==> config.mk <==
export PLATFORM = sky130hd
export DESIGN_NAME = glct_ctrl
export DESIGN_NICKNAME = d
export VERILOG_FILES = /design/src/hw/rtl/granule_live_count_table_defines.svh /design/src/hw/rtl/glct_pkg.sv /design/src/hw/rtl/glct_ctrl.sv
export SDC_FILE = /design/constraint.sdc
export NUM_CORES = 1
export LEC_CHECK = 0
export ABC_AREA = 1
export ABC_CLOCK_PERIOD_IN_PS = 1050
export BUFFER_PORTS_ARGS = -buffer_cell sky130_fd_sc_hd__clkbuf_2
export CAP_MARGIN = 0
export CORE_MARGIN = 8
export CORE_UTILIZATION = 35
export DETAILED_ROUTE_END_ITERATION = 8
export GPL_ROUTABILITY_DRIVEN = 0
export PLACE_DENSITY = 0.66
export SYNTH_ARGS = -nofsm -noshare
export SYNTH_HDL_FRONTEND = slang
export SYNTH_SLANG_ARGS = --single-unit
==> constraint.sdc <==
create_clock -name clk_i -period 1.05 [get_ports clk_i]
set_clock_uncertainty 0.1 [all_clocks]
set_input_delay 0.0525 -clock clk_i [delete_from_list [all_inputs] [get_ports clk_i]]
set_output_delay 0.0525 -clock clk_i [all_outputs]
set_load 0.1 [all_outputs]
==> src/hw/rtl/granule_live_count_table_defines.svh <==
// ----------------------------------------------------------------------------
// Granule live count table assertion macros
// Concurrent assertion helpers that vanish in synthesis builds.
// ----------------------------------------------------------------------------
`ifndef GRANULE_LIVE_COUNT_TABLE_DEFINES_SVH
`define GRANULE_LIVE_COUNT_TABLE_DEFINES_SVH

`ifndef SYNTHESIS
`define GLCT_ASSERT(label, prop, msg) \
  label: assert property (@(posedge clk_i) disable iff (!rst_ni) prop) else $error(msg);
`define GLCT_ASSERT_RST(label, prop, msg) \
  label: assert property (@(posedge clk_i) prop) else $error(msg);
`else
`define GLCT_ASSERT(label, prop, msg)
`define GLCT_ASSERT_RST(label, prop, msg)
`endif

`endif

==> src/hw/rtl/glct_pkg.sv <==
// ----------------------------------------------------------------------------
// Granule live count table package
// Shared constants, codes and command/status types.
// ----------------------------------------------------------------------------
package glct_pkg;

  localparam int unsigned Depth    = 1024;
  localparam int unsigned IdxW     = $clog2(Depth);
  localparam int unsigned CapW     = 11;
  localparam int unsigned KeyW     = 64;
  localparam int unsigned CntW     = 32;
  localparam int unsigned StW      = 2;
  localparam int unsigned ReqW     = 2;
  localparam int unsigned HashSteps = 8;

  localparam logic [63:0] MixC1 = 64'hff51afd7ed558ccd;
  localparam logic [63:0] MixC2 = 64'hc4ceb9fe1a85ec53;

  localparam logic [ReqW-1:0] ReqOpen    = 2'd0;
  localparam logic [ReqW-1:0] ReqClose   = 2'd1;
  localparam logic [ReqW-1:0] ReqAlloc   = 2'd2;
  localparam logic [ReqW-1:0] ReqDealloc = 2'd3;

  localparam logic [StW-1:0] StOk       = 2'd0;
  localparam logic [StW-1:0] StNotFound = 2'd1;
  localparam logic [StW-1:0] StFull     = 2'd2;

  // Controller to datapath commands.
  typedef struct packed {
    logic load;       // capture request, start hash
    logic hash_step;  // advance the hash/modulo unit one step
    logic rd;         // read slot at probe index
    logic step;       // move probe index forward
    logic wr_claim;   // write key, count zero, mark used
    logic wr_inc;
    logic wr_dec;
    logic wr_clear;   // empty slot, latch count
    logic clr;        // clearing sweep write
  } glct_cmd_t;

  // Datapath to controller status.
  typedef struct packed {
    logic hash_done;
    logic used;
    logic match;
    logic last_probe;
    logic clr_done;
  } glct_sts_t;

endpackage

==> src/hw/rtl/glct_ctrl.sv <==
// ----------------------------------------------------------------------------
// Granule live count table controller
// Sequences clearing, hashing, the probe walk and the result handshake.
// ----------------------------------------------------------------------------
module glct_ctrl (
  input  logic                       clk_i,
  input  logic                       rst_ni,
  input  logic                       in_valid_i,
  output logic                       in_ready_o,
  input  logic [glct_pkg::ReqW-1:0]  req_i,
  output logic                       out_valid_o,
  input  logic                       out_ready_i,
  output logic [glct_pkg::StW-1:0]   status_o,
  output glct_pkg::glct_cmd_t        cmd_o,
  input  glct_pkg::glct_sts_t        sts_i
);
  import glct_pkg::*;

  localparam logic [2:0] SClear = 3'd0;
  localparam logic [2:0] SIdle  = 3'd1;
  localparam logic [2:0] SHash  = 3'd2;
  localparam logic [2:0] SRead  = 3'd3;
  localparam logic [2:0] SCheck = 3'd4;
  localparam logic [2:0] SDone  = 3'd5;

  logic [2:0]      state_q, state_d;
  logic [ReqW-1:0] req_q;
  logic [StW-1:0]  st_q, st_d;
  logic            ovalid_q, ovalid_d;

  assign in_ready_o  = (state_q == SIdle) && !ovalid_q;
  assign out_valid_o = ovalid_q;
  assign status_o    = st_q;

  always_comb begin
    state_d  = state_q;
    st_d     = st_q;
    ovalid_d = ovalid_q && !out_ready_i;
    cmd_o    = '0;
    unique case (state_q)
      SClear: begin
        cmd_o.clr = !sts_i.clr_done;
        if (sts_i.clr_done) state_d = SIdle;
      end
      SIdle: begin
        if (in_valid_i && in_ready_o) begin
          cmd_o.load = 1'b1;
          state_d = SHash;
        end
      end
      SHash: begin
        cmd_o.hash_step = 1'b1;
        if (sts_i.hash_done) state_d = SRead;
      end
      SRead: begin
        cmd_o.rd = 1'b1;
        state_d = SCheck;
      end
      SCheck: begin
        state_d = SDone;
        if (!sts_i.used) begin
          if (req_q == ReqOpen) begin
            cmd_o.wr_claim = 1'b1;
            st_d = StOk;
          end else begin
            st_d = StNotFound;
          end
        end else if (sts_i.match) begin
          st_d = StOk;
          cmd_o.wr_clear = (req_q == ReqClose);
          cmd_o.wr_inc   = (req_q == ReqAlloc);
          cmd_o.wr_dec   = (req_q == ReqDealloc);
        end else if (sts_i.last_probe) begin
          st_d = (req_q == ReqOpen) ? StFull : StNotFound;
        end else begin
          cmd_o.step = 1'b1;
          state_d = SRead;
        end
        if (state_d == SDone) ovalid_d = 1'b1;
      end
      SDone: begin
        state_d = SIdle;
      end
      default: state_d = SIdle;
    endcase
  end

  always_ff @(posedge clk_i or negedge rst_ni) begin
    if (!rst_ni) begin
      state_q  <= SClear;
      ovalid_q <= 1'b0;
      st_q     <= StOk;
      req_q    <= ReqOpen;
    end else begin
      state_q  <= state_d;
      ovalid_q <= ovalid_d;
      st_q     <= st_d;
      if (cmd_o.load) req_q <= req_i;
    end
  end

endmodule

### Word-level counts from Yosys, hierarchy flattened

Cells that the tools add are included.

| word-level totals | value |
|---|---|
| bits in registers | 8 |
| input port bits | 11 |
| logic and storage cells | 54 |

| cells by class | value |
|---|---|
| equal/unequal tests | 12 |
| mux-type cells | 28 |
| reductions and logical operators | 10 |

Operators by type and width:

| cell | number |
|---|---|
| 3-bit 2-to-1 mux | 9 |
| 3-bit one-hot mux with 5 select lines | 1 |
| 1-bit 2-to-1 mux | 13 |
| 2-bit 2-to-1 mux | 4 |
| 3-bit by 2-bit equality test with 1-bit output (second input constant) | 2 |
| 3-bit equality test (second input constant) | 2 |
| 5-bit 2-to-1 mux | 1 |
| 2-bit equality test (second input constant) | 2 |
| 2-bit inequality test (second input constant) | 2 |
| 3-bit by 1-bit equality test with 1-bit output (second input constant) | 1 |
| 1-bit logical AND | 3 |
| 1-bit logical NOT | 3 |
| 3-bit logical NOT | 1 |
| 3-bit inequality test (second input constant) | 1 |
| 3-bit AND reduction | 1 |
| 2-bit by 1-bit equality test with 1-bit output (second input constant) | 1 |
| 2-bit logical NOT | 1 |
| 2-bit by 1-bit inequality test with 1-bit output (second input constant) | 1 |
| 2-bit AND reduction | 1 |

### Depth between registers and ports, before layout

Gate-level depths: netlist of the first run.

| logic depth | value |
|---|---|
| depth after elaboration | 7 |
| gate-level depth with buffers | 7 |

### Worst setup path after synthesis of the first run

OpenSTA, ideal clock, no wires.

| timing | value |
|---|---|
| path type | register -> output |
| start | register state_q[0] |
| end | output cmd_o[1] (netlist bit) |
| data arrival time | 3512 ps |
| required time | 897 ps |
| path slack | -2614 ps |
| cell stages (with the launch flop) | 6 |
| path through | dfrtp_1 > inv_2 > nand2_4 > nor2_4 > inv_2 > nor4_1 |

RTL lines:

| element | line | text |
|---|---|---|
| start: declaration | glct_ctrl.sv:26 | `logic [2:0] state_q, state_d;` |
| start signal: assignment | glct_ctrl.sv:90 | `state_q <= SClear;` |
| start signal: assignment | glct_ctrl.sv:95 | `state_q <= state_d;` |
| end: declaration | glct_ctrl.sv:14 | `output glct_pkg::glct_cmd_t cmd_o,` |

==> impl_metrics.toml, run 1 <==
[clocking]
clk_pin_slew_ns = 0.08
cts_buffers = 3
clock_path_buffers = 2
cts_sinks = 8
clk_latency_ns = 0.28
cts_root_buf = "clkbuf_4"
htree_levels = 1
cts_tree = "built"

[power]
p_seq_frac = 0.143
p_leak_uw = 0.000590
p_clk_frac = 0.065
ir_drop_mv = 3.59
swShare = 0.561
p_comb_frac = 0.793
switchingPower_uw = 2550
p_total_uw = 4530
internal_power_uw = 1990
p_per_area_nw_per_um2 = 3630

[floorplan]
fp.dieW_um = 53.5
die_area_um2 = 2860
die_y_um = 53.5
pin_count = 24
rows = 13
initial_utilization = 0.378
core_area_um2 = 1300

[placement]
port_buffers = 23
hpwl_um = 1300

[logic_synthesis]
synthCells = 68
yosys_warnings = 0
synth_cell_types = 18
avgSynthCellArea_um2 = 7.23
syn_area_um2 = 492
yosysSeqAreaShare = 0.407
ys_ff_latch = 8
syn-num-nets = 79

[cells_and_area]
fin_util = 0.961
drive_gt1_frac = 0.672
diodes = 0
area_growth_syn_to_layout_pct = 154
nets = 134
layout_commonest_cell = "buf_4"
final_cell_mix = "buf_4 (16), nand2_1 (14), buf_12 (13), clkbuf_2 (10), inv_1 (8)"

[worst_setup_path]
end_kind = "primary output"
reg2reg_slack_ns = -0.48
critPathKind = "register to primary output"
reg2regPathDepth = 8
r2r_end = "state_q[1]$_DFFE_PN0P_"
worstReg2RegStart = "state_q[2]$_DFFE_PN0P_"
cp-endpoint = "cmd_o[2]"
crit_start = "state_q[1]$_DFFE_PN0P_"
cp_max_fo = 4
worstPathRequired_ns = 0.90
cp.arrival_ns = 1.50
startpoint_type = "register"

[sta]
finalSetupViolCount = 20
rsz0062_at_grt = "true"
slew_headroom = 0.752
final_hold_viol_count = 1
maxSlewViolCount = 0
finalCriticalPeriod_ns = 1.65
min_period_over_period = 1.58
hold_ws_ns = -0.0000839
max_slew.worst_pin.slew_ns = 0.368
worst_slack_ns = -0.604
fmax_mhz = 604

[run_status]
status = "finished, violations left"
failed_checks = "negative hold slack, negative setup slack"

[routing]
ant_nets = 0
detail_route.vias_per_cell = 5.36
vias = 734
first_pass_iters = 4
drt_wl_total_um = 2760
route.detailed.drc = 0
drt-initial-drc-count = 16
wl_per_cell_um = 20.2

[grt]
grt_pass1_vias = 763
grt_util_all_layers = 0.171
antenna_found_initial = 0
grt_first_pass_wirelength_um = 3530
grt_overflow_total = 0
grt_max_degree = 9

[job]
maxCapViolCount = 0

[worst_hold_path]
hold_path.class = "input port to register"
[flip-flops by register name, indices dropped and copies added, names as in the netlist]
name         cells
req_q            2
status_o         2
out_valid_o      1
state_q          3
[final cells by class]
type / count / area [µm²]
flip-flops and latches: 8 / 206
multi-input cells: 45 / 370
inverters: 15 / 81.3
well taps: 15 / 18.8
fillers: 31 / 51.3
repair buffers: 50 / 547
clock buffers: 4 / 26.3
[worst max-delay path, stage by stage (launching register included)]
cell     delay [ns]
dfrtp_1        0.40
inv_2          0.12
nand2_4        0.07
nor2_4         0.14
inv_4          0.09
nor4_4         0.20
buf_12         0.22
[worst min path at each step]
stage,slack (ns),cells after the start,start,endpoint
2_1_floorplan,-0.34,0,rst_ni,req_q[0]$_DFFE_PN0P_
6_report,-0.00008,3,sts_i[1],state_q[2]$_DFFE_PN0P_
3_3_place_gp,-0.19,1,rst_ni,out_valid_o$_DFF_PN0_
5_1_grt,-0.002,3,sts_i[1],state_q[2]$_DFFE_PN0P_
3_5_place_dp,-0.19,1,rst_ni,out_valid_o$_DFF_PN0_
4_1_cts,0.009,3,sts_i[1],state_q[2]$_DFFE_PN0P_
[per-stage QoR]
stage | instance area (µm²) | setup WS [ns] | instances | hold WS (ns) | setup TNS [ns]
floorplan | 588 | -0.828 | 68 | -0.343 | -8.43
global placement | 1000 | -0.223 | 117 | -0.187 | -2.24
detailed placement | 1000 | -0.251 | 117 | -0.188 | -2.85
CTS | 1160 | -0.520 | 131 | 0.00899 | -6.45
global route | 1250 | -0.647 | 137 | -0.00198 | -8.85
finish | 1250 | -0.604 | 137 | -0.0000839 | -8.06
[cell families (layout without fill, tap and decap cells)]
group                  after synthesis  count (layout)  synth area share
AO/OA/AOI/OAI                        6               6            0.0687
buffers and inverters               15              69             0.117
flip-flops                           8               8             0.407
AND/OR/NAND/NOR                     39              39             0.407
[synth_stat cells]
library cell  count  area, µm²
nand2_4           1       11.3
inv_1            10       37.5
nand3_2           1       10.0
nor2_1            4       15.0
nor4_1            3       18.8
nand2_1          19       71.3
nand3_1           3       15.0
clkinv_2          1       5.00
o21ai_2           1       8.76
inv_2             4       15.0
or2_1             1       6.26
nor2_4            2       22.5
dfrtp_1           8        200
o21ai_0           3       15.0
o21ai_1           2       10.0
nand2_2           1       6.26
nor3_1            1       5.00
nor2_2            3       18.8
[per-layer routing]
metal	track usage	share of wire
met2	0.313	0.54
met1	0.171	0.35
met5	0	0
met4	0.0714	0.030
met3	0.0560	0.083
[power groups by stage]
| stage | Sequential (µW) | Combinational [µW] | Clock [µW] |
|---|---|---|---|
| finish | 648 | 3590 | 293 |
| global route | 663 | 3730 | 313 |
| CTS | 620 | 3150 | 276 |
| detailed placement | 620 | 2920 | 0 |
| global placement | 605 | 2860 | 0 |
| floorplan | 937 | 1480 | 0 |
[timing repair]
item / 4_1_cts / 5_1_grt
hold buffers: 6 / 0
resized for setup: 12 / 11
endpoints found under the hold margin: 13 / 0
endpoints found under the setup margin: 19 / 21
setup buffers: 4 / 6
pin swaps: 6 / 4
No activity file was read; power rests on OpenSTA's default activity.
==> inputs of run 2 (changes only) <==
--- a/config.mk
+++ b/config.mk
@@ -5,15 +5,17 @@
 export SDC_FILE = /design/constraint.sdc
 export NUM_CORES = 1
 export LEC_CHECK = 0
-export ABC_AREA = 1
+export ABC_AREA = 0
 export ABC_CLOCK_PERIOD_IN_PS = 1050
 export BUFFER_PORTS_ARGS = -buffer_cell sky130_fd_sc_hd__clkbuf_2
 export CAP_MARGIN = 0
+export CELL_PAD_IN_SITES_DETAIL_PLACEMENT = 0
+export CELL_PAD_IN_SITES_GLOBAL_PLACEMENT = 1
 export CORE_MARGIN = 8
-export CORE_UTILIZATION = 35
+export CORE_UTILIZATION = 28
 export DETAILED_ROUTE_END_ITERATION = 8
 export GPL_ROUTABILITY_DRIVEN = 0
-export PLACE_DENSITY = 0.66
+export PLACE_DENSITY_LB_ADDON = 0.1
 export SYNTH_ARGS = -nofsm -noshare
 export SYNTH_HDL_FRONTEND = slang
 export SYNTH_SLANG_ARGS = --single-unit
==> run 2 against run 1 <==
The run ends with negative setup slack left. Worst hold slack better by 0.074 ns. Final cell count shrank 21%. Clock power fell by 12%. Die area grew 14%. Register-to-register slack worse by 0.04 ns. Synthesized cell count down 40%. Core utilization shrank 27 points. Area after synthesis fell by 4.1%. Routed wire length shrank 46%. Total power fell by 18%. Critical path type unchanged.
==> impl_metrics.toml, run 2 <==
[run_status]
status = "finished, violations left"
failed_checks = "negative setup slack"

[placement]
dpl-instance-area_um2 = 980
hpwl_um = 1160
place_ws_ns = -0.421
port_buffers = 23

[cells_and_area]
largest_reg_flops = 3
area_growth_syn_to_layout_pct = 143
final_cell_mix = "buf_12 (13), buf_4 (13), clkbuf_2 (10), buf_6 (7)"
diodes = 0
fin_area_um2 = 1150
regMostFlops = "state_q"
nets = 103
fillers = 118
fin_util = 0.695
drive_gt1_frac = 0.813

[floorplan]
initial_utilization = 0.286
die_y_um = 57.0
rows = 15
core_area_um2 = 1650
pin_count = 24
die_area_um2 = 3250
fp.dieW_um = 57.0

[logic_synthesis]
synthCells = 41
syn_area_um2 = 472
syn-num-nets = 52
ys_ff_latch = 8
synth_cell_types = 23
synth-edff-count = 0
yosys_warnings = 0
avgSynthCellArea_um2 = 11.5
yosysTopAreaCell = "dfrtp_1"
synthTopCellsByArea = "dfrtp_1 (42%), mux2_4 (13%), and3b_1 (5.6%)"
ys_async_sr_fraction = 1.00
yosysMostFrequentCell = "dfrtp_1"
yosysSeqAreaShare = 0.424
synth_top_cells_by_count = "dfrtp_1 (8), mux2_4 (4), and3b_1 (3), nor2_1 (3)"
ys.flop_type = "dfrtp_1"
yosysTopAreaCellShare = 0.424

[clocking]
cts_buffers = 3
clk_latency_ns = 0.25
cts_root_buf = "clkbuf_4"
clock_path_buffers = 2
htree_levels = 1
cts_tree = "built"
cts_sinks = 8
clk_pin_slew_ns = 0.06

[worst_hold_path]
whs_endpoint = "state_q[0]$_DFFE_PN0P_"
min_path_cells = 4
hp-start = "sts_i[4]"
hold_path.class = "input port to register"

[worst_setup_path]
startpoint_type = "register"
end_kind = "primary output"
cp.arrival_ns = 1.54
reg2reg_slack_ns = -0.52
critPathKind = "register to primary output"
worstPathRequired_ns = 0.90
reg2regPathDepth = 4
cp_max_fo = 4
worstReg2RegStart = "out_valid_o$_DFF_PN0_"
r2r_end = "req_q[1]$_DFFE_PN0P_"

[routing]
vias = 512
ant_nets = 0
route.detailed.drc = 0
wl_per_cell_um = 13.9
drt_wl_total_um = 1500
detail_route.vias_per_cell = 4.74
drt-initial-drc-count = 6
first_pass_iters = 2

[power]
swShare = 0.487
p_leak_uw = 0.000509
switchingPower_uw = 1800
p_clk_frac = 0.070
p_comb_frac = 0.745
internal_power_uw = 1900
p_per_area_nw_per_um2 = 3220
p_seq_frac = 0.185
ir_drop_mv = 2.25

[sta]
slew_headroom = 0.781
maxSlewViolCount = 0
fmax_mhz = 592
finalSetupViolCount = 19
finalCriticalPeriod_ns = 1.69
rsz0062_at_grt = "true"
worst_slack_ns = -0.638
max_slew.worst_pin.slew_ns = 0.324
final_hold_viol_count = 0
min_period_over_period = 1.61

[job]
maxCapViolCount = 0

[grt]
grt_first_pass_wirelength_um = 2630
grt_max_degree = 9
grt_pass1_vias = 579
grt_overflow_total = 0
grt_util_all_layers = 0.100
antenna_found_initial = 0
-- run 2: cell count changes in the layout (fill, tap and decap cells not counted), moves of 3 or more --
cell / delta
nand2_1: -14
inv_1: -7
mux2_4: +4
nand2_2: -4
nor2_4: -4
and3b_4: +3
buf_4: -3
or3b_4: +3
-- run 2: cell families (layout without fill, tap and decap cells) --
kind of cell / count (synthesis) / after routing / synth area share
flops: 8 / 8 / 0.424
simple gates: 21 / 21 / 0.350
mux: 5 / 5 / 0.149
buf+inv: 3 / 53 / 0.0265
compound gates: 4 / 4 / 0.0504
-- run 2: routing by layer --
metal | track usage | vias up | wire, µm
met5 | 0 | - | 0
met1 | 0.112 | 250 | 649
met3 | 0.0488 | 0 | 66
li1 | - | 250 | -
met4 | 0.0201 | 0 | 0
met2 | 0.167 | 12 | 786
-- run 2: final cells by class --
class,instances,area (µm²),area share
Timing Repair Buffer,47,527,0.459
Inverter,2,11.3,0.00981
Multi-Input combinational cell,30,353,0.308
Clock buffer,4,26.3,0.0229
Sequential cell,8,209,0.182
Tap cell,17,21.3,0.0185
-- run 2: worst max-delay path, stage by stage, from the launching register on --
cell and delay (ns):
dfrtp_1 0.42, or3b_4 0.45, nor4_4 0.20, buf_12 0.21
-- run 2: worst max path at each step --
stage,startpoint,end,cells after the start
floorplan,out_valid_o$_DFF_PN0_,cmd_o[8],3
global placement,out_valid_o$_DFF_PN0_,req_q[1]$_DFFE_PN0P_,3
detailed placement,state_q[1]$_DFFE_PN0P_,cmd_o[1],4
CTS,state_q[0]$_DFFE_PN0P_,cmd_o[4],3
global route,state_q[0]$_DFFE_PN0P_,cmd_o[4],3
finish,state_q[0]$_DFFE_PN0P_,cmd_o[4],3
-- run 2: repair_timing --
| action | CTS | global route |
|---|---|---|
| setup buffers | 4 | 3 |
| pin swaps | 5 | 3 |
| setup endpoints to repair | 19 | 19 |
| gates resized for setup | 12 | 2 |
| hold buffers | 4 | 0 |
| endpoints found under the hold margin | 11 | 0 |
-- run 2: power by group through the flow --
| stage | clock [µW] | sequential (µW) | combinational (µW) |
|---|---|---|---|
| after floorplan | 0 | 1050 | 1150 |
| after global placement | 0 | 684 | 2500 |
| after detailed placement | 0 | 690 | 2510 |
| after CTS | 269 | 680 | 2730 |
| after global routing | 289 | 711 | 2870 |
| final | 259 | 684 | 2760 |
-- run 2: stage by stage --
stage          cells  hold WS, ns  TNS [ns]  total power, µW
5_1_grt          108        0.113     -9.85             3870
3_5_place_dp      93       -0.186     -5.61             3200
4_1_cts          105       0.0791     -8.67             3680
2_1_floorplan     41       -0.343    -12.39             2200
3_3_place_gp      93       -0.193     -5.32             3190
6_report         108       0.0737     -8.88             3700
==> inputs of run 3 (changes only) <==
--- a/config.mk
+++ b/config.mk
@@ -13,9 +13,11 @@
 export CELL_PAD_IN_SITES_GLOBAL_PLACEMENT = 1
 export CORE_MARGIN = 8
 export CORE_UTILIZATION = 28
+export CTS_BUF_LIST = sky130_fd_sc_hd__clkbuf_8 sky130_fd_sc_hd__clkbuf_16
 export DETAILED_ROUTE_END_ITERATION = 8
 export GPL_ROUTABILITY_DRIVEN = 0
 export PLACE_DENSITY_LB_ADDON = 0.1
+export SETUP_SLACK_MARGIN = 0.3
 export SYNTH_ARGS = -nofsm -noshare
 export SYNTH_HDL_FRONTEND = slang
 export SYNTH_SLANG_ARGS = --single-unit
==> run 3 against run 2 <==
The flow finishes with violations (negative hold slack, negative setup slack). Cell area rose by 0.76%. Worst hold slack got worse by 0.19 ns. Final cell count fell by 3.7%. Global-route usage fell by 0.13 points. Via count fell by 6.1%. Clock-buffer cell count fell by 1. Total power rose by 5.6%. Core utilization rose by 0.53 points. Combinational power rose by 2%. Die area did not move.
==> impl_metrics.toml, run 3 (synthesized netlist as in run 2, its figures left out) <==
[grt]
grt_first_pass_wirelength_um = 2590
grt_max_degree = 9
met3_usage = 0.0466
grt_use_met2 = 0.157
grt_busiest_layer = "met2"
grt_overflow_total = 0
grtUsageMet1 = 0.119
grt_util_all_layers = 0.0989
antenna_found_initial = 0
grt_pass1_vias = 543

[worst_setup_path]
slowest_delay_ns = 0.43
crit_slowest_cell = "dfrtp_2"
startpoint_type = "register"
worstPathRequired_ns = 0.90
crit_chain = "or3b_4 -> nor4_4 -> buf_12"
cp_max_fo = 3
crit_buf_inv = 1
cp.arrival_ns = 1.50
end_kind = "primary output"
critPathKind = "register to primary output"
cp_top_family = "simple AND/OR/NAND/NOR gates"

[cells_and_area]
regMostFlops = "state_q"
multi_input_area_um2 = 350
fin_util = 0.700
diodes = 0
nets = 99
largest_reg_flops = 3
fillers = 110
layout_commonest_cell = "buf_12"
final_cells = 104
final_cell_mix = "buf_12 (15), clkbuf_2 (10), buf_4 (10), buf_6 (7), mux2_4 (4)"
drive_gt1_frac = 0.839
area.sequential_um2 = 214
area_growth_syn_to_layout_pct = 145

[clocking]
cts_tree = "built"
cts_root_buf = "clkbuf_8"
clk_pin_slew_ns = 0.05
clock_path_buffers = 2
cts_hold_buf = 1
cts_sinks = 8
htree_levels = 1
clk_latency_ns = 0.23
cts_buffers = 3

[sta]
min_period_over_period = 1.57
max_slew.worst_pin.slew_ns = 0.280
rsz0062_at_grt = "true"
maxSlewViolCount = 0
slew_headroom = 0.811
fmax_mhz = 606
finalCriticalPeriod_ns = 1.65
finalSetupViolCount = 19
hold_ws_ns = -0.116
worst_slack_ns = -0.599
final_hold_viol_count = 3

[routing]
route.detailed.drc = 0
vias = 481
wl_per_cell_um = 13.9
ant_nets = 0
detail_route.vias_per_cell = 4.63
first_pass_iters = 2
drt_wl_total_um = 1450
drt-initial-drc-count = 2

[floorplan]
die_area_um2 = 3250
fp.dieW_um = 57.0
die_y_um = 57.0
initial_utilization = 0.286
pin_count = 24
rows = 15
core_area_um2 = 1650

[run_status]
failed_checks = "negative hold slack, negative setup slack"
status = "finished, violations left"

[worst_hold_path]
hold_path.class = "input port to register"

[placement]
place_ws_ns = -0.429
dp.cells = 93
port_buffers = 23
hpwl_um = 1160

[power]
p_per_area_nw_per_um2 = 3380
ir_drop_mv = 2.46
p_leak_uw = 0.000512

[job]
maxCapViolCount = 0
## run 3: changes by cell type in the layout (fill, tap and decap cells not counted), sizes merged
cell | previous run | this run
buf | 33 | 32
inv | 1 | 2
dlygate4sd3 | 4 | 1
clkbuf | 14 | 13
## run 3: per-layer routing
layer / vias up / wire [µm]
met2: 15 / 706
met3: 0 / 84
met5: - / 0
met1: 222 / 659
met4: 0 / 0
li1: 244 / -
## run 3: worst paths after layout
check / depth (start not counted) / from / end / slack [ns]
worst max-delay path: 3 / state_q[1]$_DFFE_PN0P_ / cmd_o[4] / -0.60
worst min-delay path: 2 / out_ready_i / out_valid_o$_DFF_PN0_ / -0.12
worst max register to register: 5 / state_q[1]$_DFFE_PN0P_ / req_q[1]$_DFFE_PN0P_ / -0.55
worst min register to register: 1 / status_o[0]$_DFFE_PN0P_ / status_o[0]$_DFFE_PN0P_ / 0.49
max in group asynchronous: 2 / rst_ni / out_valid_o$_DFF_PN0_ / 0.55
min in group asynchronous: 2 / rst_ni / status_o[1]$_DFFE_PN0P_ / 0.10
## run 3: area by class of cell
cell class / count / share of cell area
repair buffers: 43 / 0.445
multi-input cells: 30 / 0.303
flip-flops and latches: 8 / 0.185
clock buffers: 3 / 0.0357
well taps: 17 / 0.0184
inverters: 2 / 0.00974
clock inverters: 1 / 0.00325
## run 3: timing repair
| action | 4_1_cts | 5_1_grt |
|---|---|---|
| endpoints found under the setup margin | 21 | 21 |
| pin swaps | 7 | 3 |
| resized for setup | 11 | 2 |
| gates cloned | 0 | 0 |
| endpoints found under the hold margin | 11 | 3 |
| buffers inserted | 5 | 1 |
## run 3: stage by stage
stage	power [µW]	TNS [ns]	cell area, µm²
6_report	3910	-8.72	1160
4_1_cts	3880	-8.57	1140
5_1_grt	4070	-9.65	1160
3_3_place_gp	3200	-5.57	985
3_5_place_dp	3220	-5.73	985
2_1_floorplan	2220	-12.39	561
## run 3: report_power, final
part | switching, µW | total [µW] | leakage [µW] | internal [µW]
combinational | 1480 | 2820 | 0.000392 | 1330
clock | 136 | 391 | 0.0000269 | 254
sequential | 209 | 697 | 0.0000933 | 489
